## src/rtl/tmr_pkg.sv

```systemverilog
// tmr_pkg: shared constants, event codes and state type for the traffic rate meter.
// No dependencies; used by tmr_front, tmr_div, tmr_back and traffic_rate_meter_core.
`default_nettype none

package tmr_pkg;

    // default counter widths and queue depth
    localparam int BYTE_COUNTER_BITS_DEF = 48;
    localparam int OP_COUNTER_BITS_DEF   = 32;
    localparam int QUEUE_DEPTH_DEF       = 4;

    // fixed field widths
    localparam int MODE_W    = 3;
    localparam int BC_W      = 32;
    localparam int MS_W      = 16;
    localparam int CONN_W    = 16;
    localparam int RATE_W    = 58;
    localparam int OP_RATE_W = 42;
    localparam int SCALE_W   = 10;

    // rates are per second, elapsed time is in ms
    localparam logic [SCALE_W-1:0] RATE_SCALE = 10'd1000;

    // event codes on the mode field
    localparam logic [MODE_W-1:0] MODE_OPEN  = 3'd0;
    localparam logic [MODE_W-1:0] MODE_CLOSE = 3'd1;
    localparam logic [MODE_W-1:0] MODE_READ  = 3'd2;
    localparam logic [MODE_W-1:0] MODE_WRITE = 3'd3;
    localparam logic [MODE_W-1:0] MODE_TICK  = 3'd4;

    // rate slots, in publish order
    localparam logic [1:0] SLOT_RD_BYTES = 2'd0;
    localparam logic [1:0] SLOT_WR_BYTES = 2'd1;
    localparam logic [1:0] SLOT_RD_OPS   = 2'd2;
    localparam logic [1:0] SLOT_WR_OPS   = 2'd3;

    // back-end sequencer
    typedef enum logic [1:0] {
        ST_IDLE,
        ST_LOAD,
        ST_WAIT,
        ST_EMIT
    } t_back_state;

endpackage

`default_nettype wire

```

## src/rtl/tmr_fifo.sv

```systemverilog
// tmr_fifo: small flip-flop queue between the event front end and the rate back end.
// Depends on nothing but its parameters.
`default_nettype none

module tmr_fifo #(
    parameter int WIDTH = 8,
    parameter int DEPTH = 4
) (
    input  wire logic             i_clk,
    input  wire logic             i_rst_n,
    input  wire logic             i_push,
    input  wire logic [WIDTH-1:0] i_data,
    input  wire logic             i_pop,
    output logic      [WIDTH-1:0] o_data,
    output logic                  o_full,
    output logic                  o_empty
);

    localparam int AW = $clog2(DEPTH);

    logic [WIDTH-1:0] r_mem [DEPTH];
    logic [AW-1:0]    r_wr;
    logic [AW-1:0]    r_rd;
    logic [AW:0]      r_count;

    assign o_data  = r_mem[r_rd];
    assign o_full  = (r_count == (AW+1)'(DEPTH));
    assign o_empty = (r_count == '0);

    // storage, no reset needed
    always_ff @(posedge i_clk) begin
        if (i_push) begin
            r_mem[r_wr] <= i_data;
        end
    end

    // pointers wrap at the last entry, so any depth works
    always_ff @(posedge i_clk) begin
        if (!i_rst_n) begin
            r_wr    <= '0;
            r_rd    <= '0;
            r_count <= '0;
        end else begin
            if (i_push) begin
                r_wr <= (r_wr == AW'(DEPTH - 1)) ? '0 : r_wr + 1'b1;
            end
            if (i_pop) begin
                r_rd <= (r_rd == AW'(DEPTH - 1)) ? '0 : r_rd + 1'b1;
            end
            if (i_push && !i_pop) begin
                r_count <= r_count + 1'b1;
            end else if (i_pop && !i_push) begin
                r_count <= r_count - 1'b1;
            end
        end
    end

`ifndef NO_ASSERTIONS
    a_no_overflow: assert property (@(posedge i_clk) disable iff (!i_rst_n)
        (r_count == (AW+1)'(DEPTH)) |-> !i_push)
        else $error("queue written while full");
    a_no_underflow: assert property (@(posedge i_clk) disable iff (!i_rst_n)
        (r_count == '0) |-> !i_pop)
        else $error("queue read while empty");
`endif

endmodule

`default_nettype wire

```

## src/rtl/tmr_front.sv

```systemverilog
// tmr_front: takes event words, keeps connection and traffic counters, snapshots on nonzero ticks.
// Uses tmr_pkg; feeds tmr_fifo.
`default_nettype none

module tmr_front #(
    parameter int BYTE_COUNTER_BITS = tmr_pkg::BYTE_COUNTER_BITS_DEF,
    parameter int OP_COUNTER_BITS   = tmr_pkg::OP_COUNTER_BITS_DEF
) (
    input  wire logic                                i_clk,
    input  wire logic                                i_rst_n,
    input  wire logic                                i_valid,
    output logic                                     o_ready,
    input  wire logic [tmr_pkg::MODE_W-1:0]          i_mode,
    input  wire logic [tmr_pkg::BC_W-1:0]            i_byte_count,
    input  wire logic [tmr_pkg::MS_W-1:0]            i_elapsed_ms,
    input  wire logic                                i_full,
    output logic                                     o_push,
    output logic [tmr_pkg::CONN_W-1:0]               o_conn,
    output logic                                     o_tick,
    output logic [tmr_pkg::MS_W-1:0]                 o_ms,
    output logic [BYTE_COUNTER_BITS-1:0]             o_d_rd_bytes,
    output logic [BYTE_COUNTER_BITS-1:0]             o_d_wr_bytes,
    output logic [OP_COUNTER_BITS-1:0]               o_d_rd_ops,
    output logic [OP_COUNTER_BITS-1:0]               o_d_wr_ops
);

    localparam int BW = BYTE_COUNTER_BITS;
    localparam int OW = OP_COUNTER_BITS;

    logic [tmr_pkg::CONN_W-1:0] r_conn, n_conn;
    logic [BW-1:0] r_rd_bytes, n_rd_bytes, r_wr_bytes, n_wr_bytes;
    logic [OW-1:0] r_rd_ops, n_rd_ops, r_wr_ops, n_wr_ops;
    logic [BW-1:0] r_snap_rd_bytes, r_snap_wr_bytes;
    logic [OW-1:0] r_snap_rd_ops, r_snap_wr_ops;
    logic          accept;
    logic          tick;

    assign o_ready = !i_full;
    assign accept  = i_valid && !i_full;
    assign tick    = (i_mode == tmr_pkg::MODE_TICK) && (i_elapsed_ms != '0);

    // counter updates per event
    always_comb begin
        n_conn     = r_conn;
        n_rd_bytes = r_rd_bytes;
        n_wr_bytes = r_wr_bytes;
        n_rd_ops   = r_rd_ops;
        n_wr_ops   = r_wr_ops;
        case (i_mode)
            tmr_pkg::MODE_OPEN:  n_conn = r_conn + 1'b1;
            tmr_pkg::MODE_CLOSE: n_conn = r_conn - 1'b1;
            tmr_pkg::MODE_READ: begin
                n_rd_ops   = r_rd_ops + 1'b1;
                n_rd_bytes = r_rd_bytes + BW'(i_byte_count);
            end
            tmr_pkg::MODE_WRITE: begin
                n_wr_ops   = r_wr_ops + 1'b1;
                n_wr_bytes = r_wr_bytes + BW'(i_byte_count);
            end
            default: ;
        endcase
    end

    // queue word: counts after the event, deltas since the last snapshot
    assign o_push       = accept;
    assign o_conn       = n_conn;
    assign o_tick       = tick;
    assign o_ms         = i_elapsed_ms;
    assign o_d_rd_bytes = r_rd_bytes - r_snap_rd_bytes;
    assign o_d_wr_bytes = r_wr_bytes - r_snap_wr_bytes;
    assign o_d_rd_ops   = r_rd_ops - r_snap_rd_ops;
    assign o_d_wr_ops   = r_wr_ops - r_snap_wr_ops;

    // counters and snapshot
    always_ff @(posedge i_clk) begin
        if (!i_rst_n) begin
            r_conn          <= '0;
            r_rd_bytes      <= '0;
            r_wr_bytes      <= '0;
            r_rd_ops        <= '0;
            r_wr_ops        <= '0;
            r_snap_rd_bytes <= '0;
            r_snap_wr_bytes <= '0;
            r_snap_rd_ops   <= '0;
            r_snap_wr_ops   <= '0;
        end else if (accept) begin
            r_conn     <= n_conn;
            r_rd_bytes <= n_rd_bytes;
            r_wr_bytes <= n_wr_bytes;
            r_rd_ops   <= n_rd_ops;
            r_wr_ops   <= n_wr_ops;
            if (tick) begin
                r_snap_rd_bytes <= r_rd_bytes;
                r_snap_wr_bytes <= r_wr_bytes;
                r_snap_rd_ops   <= r_rd_ops;
                r_snap_wr_ops   <= r_wr_ops;
            end
        end
    end

endmodule

`default_nettype wire

```

## src/rtl/tmr_div.sv

```systemverilog
// tmr_div: restoring divider, one quotient bit per cycle, 16-bit divisor.
// Uses tmr_pkg for the divisor width.
`default_nettype none

module tmr_div #(
    parameter int NUM_W = 58
) (
    input  wire logic                       i_clk,
    input  wire logic                       i_rst_n,
    input  wire logic                       i_start,
    input  wire logic [NUM_W-1:0]           i_numer,
    input  wire logic [tmr_pkg::MS_W-1:0]   i_denom,
    output logic                            o_done,
    output logic [NUM_W-1:0]                o_quot
);

    localparam int DW = tmr_pkg::MS_W;
    localparam int CW = $clog2(NUM_W);

    logic [NUM_W-1:0] r_work;
    logic [DW-1:0]    r_rem;
    logic [DW-1:0]    r_den;
    logic [CW-1:0]    r_cnt;
    logic             r_busy;
    logic             r_done;
    logic [DW:0]      rem_sh;
    logic [DW:0]      rem_sub;
    logic             ge;

    // one restoring step
    assign rem_sh  = {r_rem, r_work[NUM_W-1]};
    assign ge      = (rem_sh >= {1'b0, r_den});
    assign rem_sub = rem_sh - {1'b0, r_den};

    assign o_done = r_done;
    assign o_quot = r_work;

    // datapath
    always_ff @(posedge i_clk) begin
        if (i_start) begin
            r_work <= i_numer;
            r_rem  <= '0;
            r_den  <= i_denom;
        end else if (r_busy) begin
            r_work <= {r_work[NUM_W-2:0], ge};
            r_rem  <= ge ? rem_sub[DW-1:0] : rem_sh[DW-1:0];
        end
    end

    // step counter
    always_ff @(posedge i_clk) begin
        if (!i_rst_n) begin
            r_busy <= 1'b0;
            r_done <= 1'b0;
            r_cnt  <= '0;
        end else begin
            r_done <= 1'b0;
            if (i_start) begin
                r_busy <= 1'b1;
                r_cnt  <= '0;
            end else if (r_busy) begin
                r_cnt <= r_cnt + 1'b1;
                if (r_cnt == CW'(NUM_W - 1)) begin
                    r_busy <= 1'b0;
                    r_done <= 1'b1;
                end
            end
        end
    end

`ifndef NO_ASSERTIONS
    a_start_idle: assert property (@(posedge i_clk) disable iff (!i_rst_n)
        i_start |-> !r_busy && !r_done)
        else $error("divider restarted while running");
    a_done_after_busy: assert property (@(posedge i_clk) disable iff (!i_rst_n)
        r_done |-> $past(r_busy) && !r_busy)
        else $error("divider done without a run");
`endif

endmodule

`default_nettype wire

```

## src/rtl/tmr_back.sv

```systemverilog
// tmr_back: drains queued events, sequences the shared divider on ticks, drives the output word.
// Uses tmr_pkg; paired with tmr_div and tmr_fifo in the top level.
`default_nettype none

module tmr_back #(
    parameter int BYTE_COUNTER_BITS = tmr_pkg::BYTE_COUNTER_BITS_DEF,
    parameter int OP_COUNTER_BITS   = tmr_pkg::OP_COUNTER_BITS_DEF,
    parameter int NUM_W             = 58
) (
    input  wire logic                             i_clk,
    input  wire logic                             i_rst_n,
    // queue side
    input  wire logic                             i_empty,
    output logic                                  o_pop,
    input  wire logic [tmr_pkg::CONN_W-1:0]       i_conn,
    input  wire logic                             i_tick,
    input  wire logic [tmr_pkg::MS_W-1:0]         i_ms,
    input  wire logic [BYTE_COUNTER_BITS-1:0]     i_d_rd_bytes,
    input  wire logic [BYTE_COUNTER_BITS-1:0]     i_d_wr_bytes,
    input  wire logic [OP_COUNTER_BITS-1:0]       i_d_rd_ops,
    input  wire logic [OP_COUNTER_BITS-1:0]       i_d_wr_ops,
    // divider side
    output logic                                  o_div_start,
    output logic [NUM_W-1:0]                      o_div_numer,
    output logic [tmr_pkg::MS_W-1:0]              o_div_denom,
    input  wire logic                             i_div_done,
    input  wire logic [NUM_W-1:0]                 i_div_quot,
    // result channel
    output logic                                  o_valid,
    input  wire logic                             i_ready,
    output logic signed [tmr_pkg::CONN_W-1:0]     o_connections,
    output logic [tmr_pkg::RATE_W-1:0]            o_read_byte_rate,
    output logic [tmr_pkg::RATE_W-1:0]            o_write_byte_rate,
    output logic [tmr_pkg::OP_RATE_W-1:0]         o_read_op_rate,
    output logic [tmr_pkg::OP_RATE_W-1:0]         o_write_op_rate,
    output logic                                  o_rates_updated
);

    localparam int BW = BYTE_COUNTER_BITS;
    localparam int OW = OP_COUNTER_BITS;
    localparam int RW = tmr_pkg::RATE_W;

    tmr_pkg::t_back_state r_state, n_state;

    logic [tmr_pkg::CONN_W-1:0] r_conn;
    logic [tmr_pkg::MS_W-1:0]   r_ms;
    logic [BW-1:0]              r_d_rd_bytes, r_d_wr_bytes;
    logic [OW-1:0]              r_d_rd_ops, r_d_wr_ops;
    logic [1:0]                 r_idx;
    logic [RW-1:0]              r_pub [4];

    logic                       r_out_valid;
    logic [tmr_pkg::CONN_W-1:0] r_out_conn;
    logic [RW-1:0]              r_out_rate [4];
    logic                       r_out_upd;

    logic                       out_free;
    logic                       latch_tick;
    logic                       load_plain;
    logic                       load_tick;
    logic                       store_rate;
    logic [NUM_W-1:0]           delta_sel;

    assign out_free = !r_out_valid || i_ready;

    // sequencer: next state and strobes
    always_comb begin
        n_state     = r_state;
        o_pop       = 1'b0;
        o_div_start = 1'b0;
        latch_tick  = 1'b0;
        load_plain  = 1'b0;
        load_tick   = 1'b0;
        store_rate  = 1'b0;
        case (r_state)
            tmr_pkg::ST_IDLE: begin
                if (!i_empty) begin
                    if (i_tick) begin
                        o_pop      = 1'b1;
                        latch_tick = 1'b1;
                        n_state    = tmr_pkg::ST_LOAD;
                    end else if (out_free) begin
                        o_pop      = 1'b1;
                        load_plain = 1'b1;
                    end
                end
            end
            tmr_pkg::ST_LOAD: begin
                o_div_start = 1'b1;
                n_state     = tmr_pkg::ST_WAIT;
            end
            tmr_pkg::ST_WAIT: begin
                if (i_div_done) begin
                    store_rate = 1'b1;
                    n_state    = (r_idx == tmr_pkg::SLOT_WR_OPS) ? tmr_pkg::ST_EMIT
                                                                : tmr_pkg::ST_LOAD;
                end
            end
            tmr_pkg::ST_EMIT: begin
                if (out_free) begin
                    load_tick = 1'b1;
                    n_state   = tmr_pkg::ST_IDLE;
                end
            end
            default: n_state = tmr_pkg::ST_IDLE;
        endcase
    end

    // pick the delta for the current slot and scale to per-second
    always_comb begin
        case (r_idx)
            tmr_pkg::SLOT_RD_BYTES: delta_sel = NUM_W'(r_d_rd_bytes);
            tmr_pkg::SLOT_WR_BYTES: delta_sel = NUM_W'(r_d_wr_bytes);
            tmr_pkg::SLOT_RD_OPS:   delta_sel = NUM_W'(r_d_rd_ops);
            default:                delta_sel = NUM_W'(r_d_wr_ops);
        endcase
    end

    assign o_div_numer = delta_sel * NUM_W'(tmr_pkg::RATE_SCALE);
    assign o_div_denom = r_ms;

    // state, slot index and published rates
    always_ff @(posedge i_clk) begin
        if (!i_rst_n) begin
            r_state <= tmr_pkg::ST_IDLE;
            r_idx   <= '0;
            for (int k = 0; k < 4; k++) begin
                r_pub[k] <= '0;
            end
        end else begin
            r_state <= n_state;
            if (latch_tick) begin
                r_idx <= '0;
            end else if (store_rate) begin
                r_pub[r_idx] <= RW'(i_div_quot);
                r_idx        <= r_idx + 1'b1;
            end
        end
    end

    // working copy of a tick word
    always_ff @(posedge i_clk) begin
        if (latch_tick) begin
            r_conn       <= i_conn;
            r_ms         <= i_ms;
            r_d_rd_bytes <= i_d_rd_bytes;
            r_d_wr_bytes <= i_d_wr_bytes;
            r_d_rd_ops   <= i_d_rd_ops;
            r_d_wr_ops   <= i_d_wr_ops;
        end
    end

    // output register
    always_ff @(posedge i_clk) begin
        if (!i_rst_n) begin
            r_out_valid <= 1'b0;
        end else if (load_plain || load_tick) begin
            r_out_valid <= 1'b1;
        end else if (i_ready) begin
            r_out_valid <= 1'b0;
        end
    end

    always_ff @(posedge i_clk) begin
        if (load_plain) begin
            r_out_conn <= i_conn;
            r_out_upd  <= 1'b0;
            for (int k = 0; k < 4; k++) begin
                r_out_rate[k] <= r_pub[k];
            end
        end else if (load_tick) begin
            r_out_conn <= r_conn;
            r_out_upd  <= 1'b1;
            for (int k = 0; k < 4; k++) begin
                r_out_rate[k] <= r_pub[k];
            end
        end
    end

    assign o_valid           = r_out_valid;
    assign o_connections     = r_out_conn;
    assign o_read_byte_rate  = r_out_rate[tmr_pkg::SLOT_RD_BYTES];
    assign o_write_byte_rate = r_out_rate[tmr_pkg::SLOT_WR_BYTES];
    assign o_read_op_rate    = r_out_rate[tmr_pkg::SLOT_RD_OPS][tmr_pkg::OP_RATE_W-1:0];
    assign o_write_op_rate   = r_out_rate[tmr_pkg::SLOT_WR_OPS][tmr_pkg::OP_RATE_W-1:0];
    assign o_rates_updated   = r_out_upd;

`ifndef NO_ASSERTIONS
    a_done_in_wait: assert property (@(posedge i_clk) disable iff (!i_rst_n)
        i_div_done |-> r_state == tmr_pkg::ST_WAIT)
        else $error("divider result outside wait state");
    a_emit_flags: assert property (@(posedge i_clk) disable iff (!i_rst_n)
        (r_state == tmr_pkg::ST_EMIT && out_free) |=> o_valid && o_rates_updated)
        else $error("tick result not presented as an update");
`endif

endmodule

`default_nettype wire

```

## src/rtl/traffic_rate_meter_core.sv

```systemverilog
// traffic_rate_meter_core: top level of the I/O traffic rate meter.
// Uses tmr_pkg; instantiates tmr_front, tmr_fifo, tmr_div and tmr_back.
//
//   channel  handshake          payload
//   in       i_valid / o_ready  i_mode, i_byte_count, i_elapsed_ms
//   out      o_valid / i_ready  o_connections, o_*_rate, o_rates_updated
//
// Open, close, read, write and zero ticks: one word per cycle while the queue is not full;
// each is queued, then loaded into the output register. A nonzero tick holds the back end
// while the bit-serial divider, shared by the four rates, runs; NUM_W = max counter bits + 10.
// The front keeps taking words during a tick until the queue (QUEUE_DEPTH words) fills.
// Synchronous active-low reset clears counters, snapshot, published rates and the queue.
`default_nettype none

module traffic_rate_meter_core #(
    parameter int BYTE_COUNTER_BITS = tmr_pkg::BYTE_COUNTER_BITS_DEF,
    parameter int OP_COUNTER_BITS   = tmr_pkg::OP_COUNTER_BITS_DEF,
    parameter int QUEUE_DEPTH       = tmr_pkg::QUEUE_DEPTH_DEF
) (
    input  wire logic                              i_clk,
    input  wire logic                              i_rst_n,
    input  wire logic                              i_valid,
    output logic                                   o_ready,
    input  wire logic [tmr_pkg::MODE_W-1:0]        i_mode,
    input  wire logic [tmr_pkg::BC_W-1:0]          i_byte_count,
    input  wire logic [tmr_pkg::MS_W-1:0]          i_elapsed_ms,
    output logic                                   o_valid,
    input  wire logic                              i_ready,
    output logic signed [tmr_pkg::CONN_W-1:0]      o_connections,
    output logic [tmr_pkg::RATE_W-1:0]             o_read_byte_rate,
    output logic [tmr_pkg::RATE_W-1:0]             o_write_byte_rate,
    output logic [tmr_pkg::OP_RATE_W-1:0]          o_read_op_rate,
    output logic [tmr_pkg::OP_RATE_W-1:0]          o_write_op_rate,
    output logic                                   o_rates_updated
);

    localparam int BW    = BYTE_COUNTER_BITS;
    localparam int OW    = OP_COUNTER_BITS;
    localparam int MAXW  = (BW > OW) ? BW : OW;
    localparam int NUM_W = MAXW + tmr_pkg::SCALE_W;
    localparam int EW    = tmr_pkg::CONN_W + 1 + tmr_pkg::MS_W + 2 * BW + 2 * OW;

    // front to queue
    logic                       push;
    logic                       full;
    logic [tmr_pkg::CONN_W-1:0] f_conn;
    logic                       f_tick;
    logic [tmr_pkg::MS_W-1:0]   f_ms;
    logic [BW-1:0]              f_d_rd_bytes, f_d_wr_bytes;
    logic [OW-1:0]              f_d_rd_ops, f_d_wr_ops;
    logic [EW-1:0]              q_wdata;

    // queue to back
    logic                       pop;
    logic                       empty;
    logic [EW-1:0]              q_rdata;
    logic [tmr_pkg::CONN_W-1:0] b_conn;
    logic                       b_tick;
    logic [tmr_pkg::MS_W-1:0]   b_ms;
    logic [BW-1:0]              b_d_rd_bytes, b_d_wr_bytes;
    logic [OW-1:0]              b_d_rd_ops, b_d_wr_ops;

    // back to divider
    logic                       div_start;
    logic [NUM_W-1:0]           div_numer;
    logic [tmr_pkg::MS_W-1:0]   div_denom;
    logic                       div_done;
    logic [NUM_W-1:0]           div_quot;

    tmr_front #(
        .BYTE_COUNTER_BITS (BW),
        .OP_COUNTER_BITS   (OW)
    ) u_front (
        .i_clk        (i_clk),
        .i_rst_n      (i_rst_n),
        .i_valid      (i_valid),
        .o_ready      (o_ready),
        .i_mode       (i_mode),
        .i_byte_count (i_byte_count),
        .i_elapsed_ms (i_elapsed_ms),
        .i_full       (full),
        .o_push       (push),
        .o_conn       (f_conn),
        .o_tick       (f_tick),
        .o_ms         (f_ms),
        .o_d_rd_bytes (f_d_rd_bytes),
        .o_d_wr_bytes (f_d_wr_bytes),
        .o_d_rd_ops   (f_d_rd_ops),
        .o_d_wr_ops   (f_d_wr_ops)
    );

    // queue word layout
    assign q_wdata = {f_conn, f_tick, f_ms, f_d_rd_bytes, f_d_wr_bytes, f_d_rd_ops, f_d_wr_ops};
    assign {b_conn, b_tick, b_ms, b_d_rd_bytes, b_d_wr_bytes, b_d_rd_ops, b_d_wr_ops} = q_rdata;

    tmr_fifo #(
        .WIDTH (EW),
        .DEPTH (QUEUE_DEPTH)
    ) u_fifo (
        .i_clk   (i_clk),
        .i_rst_n (i_rst_n),
        .i_push  (push),
        .i_data  (q_wdata),
        .i_pop   (pop),
        .o_data  (q_rdata),
        .o_full  (full),
        .o_empty (empty)
    );

    tmr_div #(
        .NUM_W (NUM_W)
    ) u_div (
        .i_clk   (i_clk),
        .i_rst_n (i_rst_n),
        .i_start (div_start),
        .i_numer (div_numer),
        .i_denom (div_denom),
        .o_done  (div_done),
        .o_quot  (div_quot)
    );

    tmr_back #(
        .BYTE_COUNTER_BITS (BW),
        .OP_COUNTER_BITS   (OW),
        .NUM_W             (NUM_W)
    ) u_back (
        .i_clk             (i_clk),
        .i_rst_n           (i_rst_n),
        .i_empty           (empty),
        .o_pop             (pop),
        .i_conn            (b_conn),
        .i_tick            (b_tick),
        .i_ms              (b_ms),
        .i_d_rd_bytes      (b_d_rd_bytes),
        .i_d_wr_bytes      (b_d_wr_bytes),
        .i_d_rd_ops        (b_d_rd_ops),
        .i_d_wr_ops        (b_d_wr_ops),
        .o_div_start       (div_start),
        .o_div_numer       (div_numer),
        .o_div_denom       (div_denom),
        .i_div_done        (div_done),
        .i_div_quot        (div_quot),
        .o_valid           (o_valid),
        .i_ready           (i_ready),
        .o_connections     (o_connections),
        .o_read_byte_rate  (o_read_byte_rate),
        .o_write_byte_rate (o_write_byte_rate),
        .o_read_op_rate    (o_read_op_rate),
        .o_write_op_rate   (o_write_op_rate),
        .o_rates_updated   (o_rates_updated)
    );

endmodule

`default_nettype wire

```

## config.mk

```make
export PLATFORM = sky130hd
export DESIGN_NAME = traffic_rate_meter_core
export DESIGN_NICKNAME = d
export VERILOG_FILES = /design/src/rtl/tmr_pkg.sv /design/src/rtl/tmr_fifo.sv /design/src/rtl/tmr_front.sv /design/src/rtl/tmr_div.sv /design/src/rtl/tmr_back.sv /design/src/rtl/traffic_rate_meter_core.sv
export SDC_FILE = /design/constraint.sdc
export NUM_CORES = 2
export LEC_CHECK = 0
export BUFFER_PORTS_ARGS = -buffer_cell sky130_fd_sc_hd__buf_2
export CORE_MARGIN = 4
export CORE_UTILIZATION = 50
export DETAILED_ROUTE_END_ITERATION = 10
export PLACE_DENSITY = 0.73
export SLEW_MARGIN = 20
export SYNTH_ARGS = -nofsm -noshare
export SYNTH_HDL_FRONTEND = slang
export SYNTH_HIERARCHICAL = 1
export SYNTH_SLANG_ARGS = --single-unit
```

## constraint.sdc

```tcl
create_clock -name i_clk -period 14.8 [get_ports i_clk]
set_input_delay 2.96 -clock i_clk [delete_from_list [all_inputs] [get_ports i_clk]]
set_output_delay 2.96 -clock i_clk [all_outputs]
set_load 0.1 [all_outputs]
```

## Yosys cells after proc, flatten, opt, wreduce, memory -nomap -nowiden

Memories as Yosys holds them, arrays and structs flattened. A register that Yosys moved wholly into a read port is not among the register bits.
Cells that the tools add are included.

| storage, ports and cells | value |
|---|---|
| flip-flop bits (word level) | 655 |
| RAM bits | 1,236 |
| input bits | 55 |
| output and inout port bits | 219 |
| word-level logic and storage cells | 161 |
| memories kept | 3 |

Memories:

| memory | depth | bits a word | rd ports | clocked after Yosys merged registers in | write ports | line | source |
|---|---|---|---|---|---|---|---|
| u_fifo.r_mem | 4 | 193 | 1 | 1 | 1 | tmr_fifo.sv:21 | `logic [WIDTH-1:0] r_mem [DEPTH];` |
| u_back.r_out_rate | 4 | 58 | 4 | 0 | 4 | tmr_back.sv:54 | `logic [RW-1:0] r_out_rate [4];` |
| u_back.r_pub | 4 | 58 | 4 | 0 | 4 | tmr_back.sv:50 | `logic [RW-1:0] r_pub [4];` |

| cells by class | value |
|---|---|
| $add $sub $neg | 17 |
| multipliers | 1 |
| $lt $le $gt $ge | 1 |
| equality and inequality tests | 18 |
| muxes and demuxes | 58 |
| bitwise operators | 6 |
| reduce and logical (&&, ||, !) cells | 27 |

Operators with widths:

| cell | number |
|---|---|
| two-way mux 58 bit | 7 |
| one-hot mux 48 bit (3 select lines) | 1 |
| adder 48 x 32 -> 48 bit | 2 |
| subtractor 48 bit | 2 |
| adder 32 x 1 -> 32 bit (second input constant) | 2 |
| subtractor 32 bit | 2 |
| OR reduction 58 bit | 1 |
| multiplier 48 x 7 -> 55 bit (second input constant) | 1 |
| two-way mux 16 bit | 3 |
| two-way mux 1 bit | 33 |
| one-hot mux 16 bit (2 select lines) | 1 |
| two-way mux 2 bit | 10 |
| >= comparator 17 x 16 -> 1 bit | 1 |
| adder 16 x 1 -> 16 bit (second input constant) | 1 |
| nonzero test 16 bit | 1 |
| subtractor 16 x 1 -> 16 bit (second input constant) | 1 |
| subtractor 16 bit | 1 |
| equality test 2 bit (second input constant) | 6 |
| one-hot mux 2 bit (4 select lines) | 1 |
| nonzero test 2 bit | 4 |
| adder 2 x 1 -> 2 bit (second input constant) | 3 |
| adder 6 x 1 -> 6 bit (second input constant) | 1 |
| equality test 3 x 2 -> 1 bit (second input constant) | 2 |
| equality test 3 bit (second input constant) | 2 |
| 19 further kinds | 39 |

## Logic depth before layout (Yosys ltp)

| logic depth | value |
|---|---|
| depth after elaboration | 9 |
| gate-level depth with buffers | 27 |
| mapped depth without buffers | 24 |

## Cells and area by module

The synthesis kept the hierarchy.

By module, submodules not included:

| module | times used | cells each | area each (µm²) | seq. area each (µm²) |
|---|---|---|---|---|
| tmr_back | 1 | 1,998 | 29,240.5 | 18,377.6 |
| tmr_fifo | 1 | 1,052 | 28,543.6 | 23,362.4 |
| tmr_front | 1 | 3,347 | 25,703.4 | 6,726.5 |
| tmr_div | 1 | 406 | 4,956.0 | 2,702.6 |

## Least setup slack after synthesis

OpenSTA, ideal clock, no wires.

| path | value |
|---|---|
| path kind | in2reg |
| start | input i_valid |
| end | memory u_fifo/r_mem[0][0] (netlist name), enable pin |
| library setup time | 576 ps |
| data arrival time | 8,003 ps |
| data required time | 14,224 ps |
| setup slack | 6,221 ps |
| stages | 4 |
| buffers on the path | 1 |
| cell sequence | nand2b_1 -> inv_1 -> clkbuf_1 -> and2_1 |

| on the way | value |
|---|---|
| cells in the longest elaborated chain, start to end | 3 |

Ends and longest elaborated chain:

| element | line | source |
|---|---|---|
| start, declared | traffic_rate_meter_core.sv:22 | `input wire logic i_valid,` |
| logical AND 1 bit | tmr_front.sv:39 | `assign accept = i_valid && !i_full;` |
| named net push | traffic_rate_meter_core.sv:44 | `logic push;` |
| two-way mux 1 bit | tmr_fifo.sv:32 | `if (i_push) begin` |
| two-way mux 1 bit (not written as such) | tmr_fifo.sv:33 | `r_mem[r_wr] <= i_data;` |
| end, declared | tmr_fifo.sv:21 |  |

The timed path passes the listed nets, and every way through them passes these cells.

## Worst setup path in the final report

| path | value |
|---|---|
| start | register u_back.r_idx[1] |
| end | register u_div.r_work[55] (netlist: u_div/o_quot[55]), data pin |

| on the way | value |
|---|---|
| cells in the longest elaborated chain, start to end | 4 |
| elaborated cells on any way between the ends | 6 |
| those cells by class | mul (1); eq/ne (2); mux (2); reduce/logical (1) |

Ends and longest elaborated chain:

| element | line | source |
|---|---|---|
| start, declared | tmr_back.sv:49 | `logic [1:0] r_idx;` |
| start signal, assigned | tmr_back.sv:136 | `r_idx <= r_idx + 1'b1;` |
| equality test 2 bit (tied with other cells) | tmr_back.sv:111 | `case (r_idx)` |
| one-hot mux 48 bit (3 select lines) * | tmr_back.sv:111 |  |
| multiplier 48 x 7 -> 55 bit * | tmr_back.sv:119 | `assign o_div_numer = delta_sel * NUM_W'(tmr_pkg::RATE_SCALE);` |
| named net div_numer[55] | traffic_rate_meter_core.sv:65 | `logic [NUM_W-1:0] div_numer;` |
| two-way mux 58 bit * | tmr_div.sv:40 | `if (i_start) begin` |
| end signal, assigned | tmr_div.sv:41 | `r_work <= i_numer;` |
| end signal, assigned | tmr_div.sv:45 | `r_work <= {r_work[NUM_W-2:0], ge};` |
| end, declared | tmr_div.sv:20 | `logic [NUM_W-1:0] r_work;` |

The timed path passes the listed nets; every way through them passes the cells marked *.
A chain may end at the register's enable or synchronous reset.

==> key figures <==
Detailed routing
  – Avg WL per Cell: around 20 um
  – # DRC: 0
  – Drt total wl: about 190 mm
  – Via count: approximately 53000
  – DRT iter0 DRCs: 4516
  – Count of TritonRoute iterations in the first routing pass: 9
  – Vias per cell: approximately 5.6
  – Number of routed nets with antenna violations: 0

Clocking
  – Worst-Skew Late Latency: approximately 0.85 ns
  – Hold Buf Count CTS: 0
  – CTS buffer count: roughly 180
  – Clk slew on worst S/H paths: about 0.060 ns
  – Clk Tree Root Cell: clkbuf_16
  – Post_cts resized: 0
  – CTS Sinks: 1829
  – Post-CTS setup repair buffer count: 0
  – CTS max path bufs: 3
  – H-tree levels: 4
  – CTS tree: done

Critical path
  – Crit Path Max Fanout: 48
  – CP required: 15.36 ns
  – Worst EP arrival: between 8 and 9 ns
  – Setup CP Type: reg2reg
  – Setup crit end kind: flip-flop
  – CP Launch Type: flip-flop

Synth
  – Register area share after synthesis: just under 60%
  – Asr flop ratio synth: 0%
  – Synth cell types: approximately 110
  – Synthesized flop and latch total: 1829
  – Synthesized area per cell: between 10 and 15 um2
  – EDFF count, synth: between 1000 and 1500
  – Synth Warn #: 6
  – Main synth FF type: edfxtp_1
  – Synth Instances: roughly 6800
  – Synth Cell Area: 88400 um2

GRT
  – First-pass GRT wire length: between 200 and 300 mm
  – Initial antenna violation count: 6
  – Gr usage total: 20.2%
  – Largest net degree at the start of global routing: 204
  – Remaining global-route overflow: 0
  – Vias in the first global route: 52300

STA
  – Worst Setup Slack, final: 6.92 ns
  – Setup TNS: 0 ns
  – Unrepaired setup endpoints after global routing: no
  – Slew headroom: approximately 28%
  – Fmax: approximately 0.13 GHz
  – Setup violators final: 0
  – Tmin final: between 7 and 8 ns
  – Final hold vios: 0
  – Final setup skew: ~0.062 ns
  – Final Max Tran Viols: 0
  – Period utilization: ~53%
  – Worst slew pin tran: 1.08 ns

Die
  – Core ar.: around 180000 um2
  – Die W: 429 um
  – Initial core utilization: roughly half
  – Placement Rows: around 150
  – I/O pin count: around 270
  – Die height: between 400 and 500 um
  – Die area: about 180000 um2

Placement
  – Port Buffers: ~270
  – Routability Congestion: roughly 0.88
  – Placed insts: 9183
  – Post-DP HPWL: between 100 and 150 mm
  – Post-Place Worst Slack: about 7 ns

Final layout
  – Fraction of layout cells with a size suffix above 1: 13.2%
  – Final net count: roughly 7600
  – Synth-to-Final Area Change: 10.9%
  – Layout Cells excl Fill: between 9000 and 10000

Outcome
  – Outcome: completed

Hold path
  – Worst min path class: reg2reg

Run
  – Max Cap Viol: 0
metrics by stage:
| stage | hold slack, ns | area [um2] | utilization (%) |
|---|---|---|---|
| finish | 0.400 | 98100 | 55.7 |
| floorplan | 0.400 | 88500 | - |
| CTS | 0.406 | 98100 | 55.7 |
| global route | 0.413 | 98100 | 55.7 |
| detailed placement | 0.405 | 91900 | 52.2 |
| global placement | 0.400 | 91900 | 52.2 |
layer usage:
| layer | GRT usage [%] | part of all wire [%] |
|---|---|---|
| met1 | 29.0 | 45 |
| met2 | 32.7 | 47 |
| met3 | 3.11 | 6.2 |
| met4 | 4.78 | 2.0 |
| met5 | 0 | 0 |
final cells by class:
type	count	area, um2
tap	2340	2930
clock buffer	220	4780
fill	13900	78000
sequential	1829	51200
inverter	475	1790
clock inverter	118	1450
timing repair buffer	321	1790
multi-input combinational	4218	34200
antenna	9	22.5
flip-flops by register name, summed over array words and instances (netlist names), 32 cells and up, named ones only:
register and flops:
u_front/r_snap_rd_bytes 48, u_front/r_snap_wr_ops 32, u_fifo/r_mem 772, u_front/r_rd_bytes 48, u_front/r_wr_bytes 48, u_div/o_quot 58, u_front/r_rd_ops 32, u_front/r_wr_ops 32
u_back/r_out_rate 200, u_back/r_d_rd_bytes 48, u_back/r_d_rd_ops 32, u_back/r_pub 200, u_front/r_snap_rd_ops 32, u_back/r_d_wr_bytes 48, u_front/r_snap_wr_bytes 48, u_back/r_d_wr_ops 32
critical path, stage by stage (launching register included):
cell and delay [ns]:
dfxtp_1 0.39, inv_1 0.21, ha_2 0.21, buf_4 0.48
a222oi_1 0.23, a21oi_1 0.62, ha_1 0.41, xnor2_1 0.18
fa_1 0.51, inv_1 0.05, fa_1 0.49, inv_1 0.04
ha_1 0.31, xor2_1 0.17, ha_1 0.43, a21oi_1 0.09
o21ai_0 0.38, a211oi_1 0.17, a211oi_1 0.57, nor2_1 0.19
o21ai_0 0.61, a21o_1 0.27, a41oi_1 0.15, xnor2_1 0.16
mux2_2 0.26
cell families (layout without fill, tap and decap cells):
group / after synthesis / after routing / synth area share (%)
XOR/XNOR: 399 / 399 / 3.95
other: 1 / 12 / 0.00424
flip-flops: 1829 / 1829 / 57.9
adder cells (fa/ha/maj): 533 / 533 / 8.92
AO/OA/AOI/OAI: 1298 / 1298 / 9.88
buffers and inverters: 758 / 1134 / 3.60
multiplexers: 294 / 294 / 6.36
AND/OR/NAND/NOR: 1691 / 1691 / 9.43
path summary, 6_finish.rpt:
| check | start | endpoint | slack [ns] | cells after the start |
|---|---|---|---|---|
| hold / removal | u_back/r_pub[3][33]$_DFFE_PP_ | u_back/r_out_rate[3][33]$_DFFE_PP_ | 0.40 | 0 |
| setup reg to reg | u_back/r_idx[1]$_SDFFE_PP0P_ | u_div/o_quot[55]$_DFFE_PP_ | 6.92 | 24 |
| hold reg to reg | u_back/r_pub[3][33]$_DFFE_PP_ | u_back/r_out_rate[3][33]$_DFFE_PP_ | 0.40 | 0 |
| setup / recovery | u_back/r_idx[1]$_SDFFE_PP0P_ | u_div/o_quot[55]$_DFFE_PP_ | 6.92 | 24 |
synthesized netlist by cell type (9+ instances only):
cell type,instances,share of area [%]
nor4_1,10,0.071
mux2_2,87,1.1
nand4_1,61,0.43
nor3_1,40,0.23
or2_2,23,0.16
o31ai_1,23,0.20
a31o_2,9,0.089
buf_2,27,0.15
a21oi_1,307,1.7
nor2b_1,43,0.30
o21bai_1,42,0.36
a21boi_0,212,1.8
fa_1,164,3.7
and2_1,349,2.5
a222oi_1,20,0.23
a21o_1,176,1.5
xnor2_1,277,2.7
a22oi_1,32,0.27
buf_6,14,0.18
o211ai_1,18,0.15
and3_1,40,0.28
buf_1,18,0.076
ha_1,366,5.2
nor2_1,181,0.77
o21a_1,25,0.21
mux2i_1,14,0.16
inv_1,473,2.0
a211oi_1,26,0.22
dfxtp_1,375,8.5
mux4_2,151,3.8
a31oi_1,36,0.25
nand3_1,107,0.61
o21ai_0,242,1.4
edfxtp_1,1454,49
o21ai_1,10,0.057
a311oi_1,11,0.11
mux4_1,42,1.2
xor2_1,122,1.2
buf_4,19,0.16
nand2b_1,47,0.33
clkbuf_1,195,0.83
and4_1,13,0.13
nand2_1,698,3.0
or3_1,38,0.27
cell usage in the layout (no fill, tap or decap), drive strengths merged, types with 42 or more instances in the layout:
master	instances
nor2	181
a21oi	308
nor2b	43
nand3	107
and2	350
nand4	61
o21bai	42
a21boi	217
clkinv	74
nand2b	47
edfxtp	1454
o21ai	255
clkbuf	221
xnor2	277
xor2	122
a21o	176
dfxtp	375
mux4	193
ha	366
nand2	698
inv	483
mux2	87
fa	164
buf	320
Power is not shown: default switching activity piles up to over one toggle a cycle in this logic, so the estimate is an artifact.
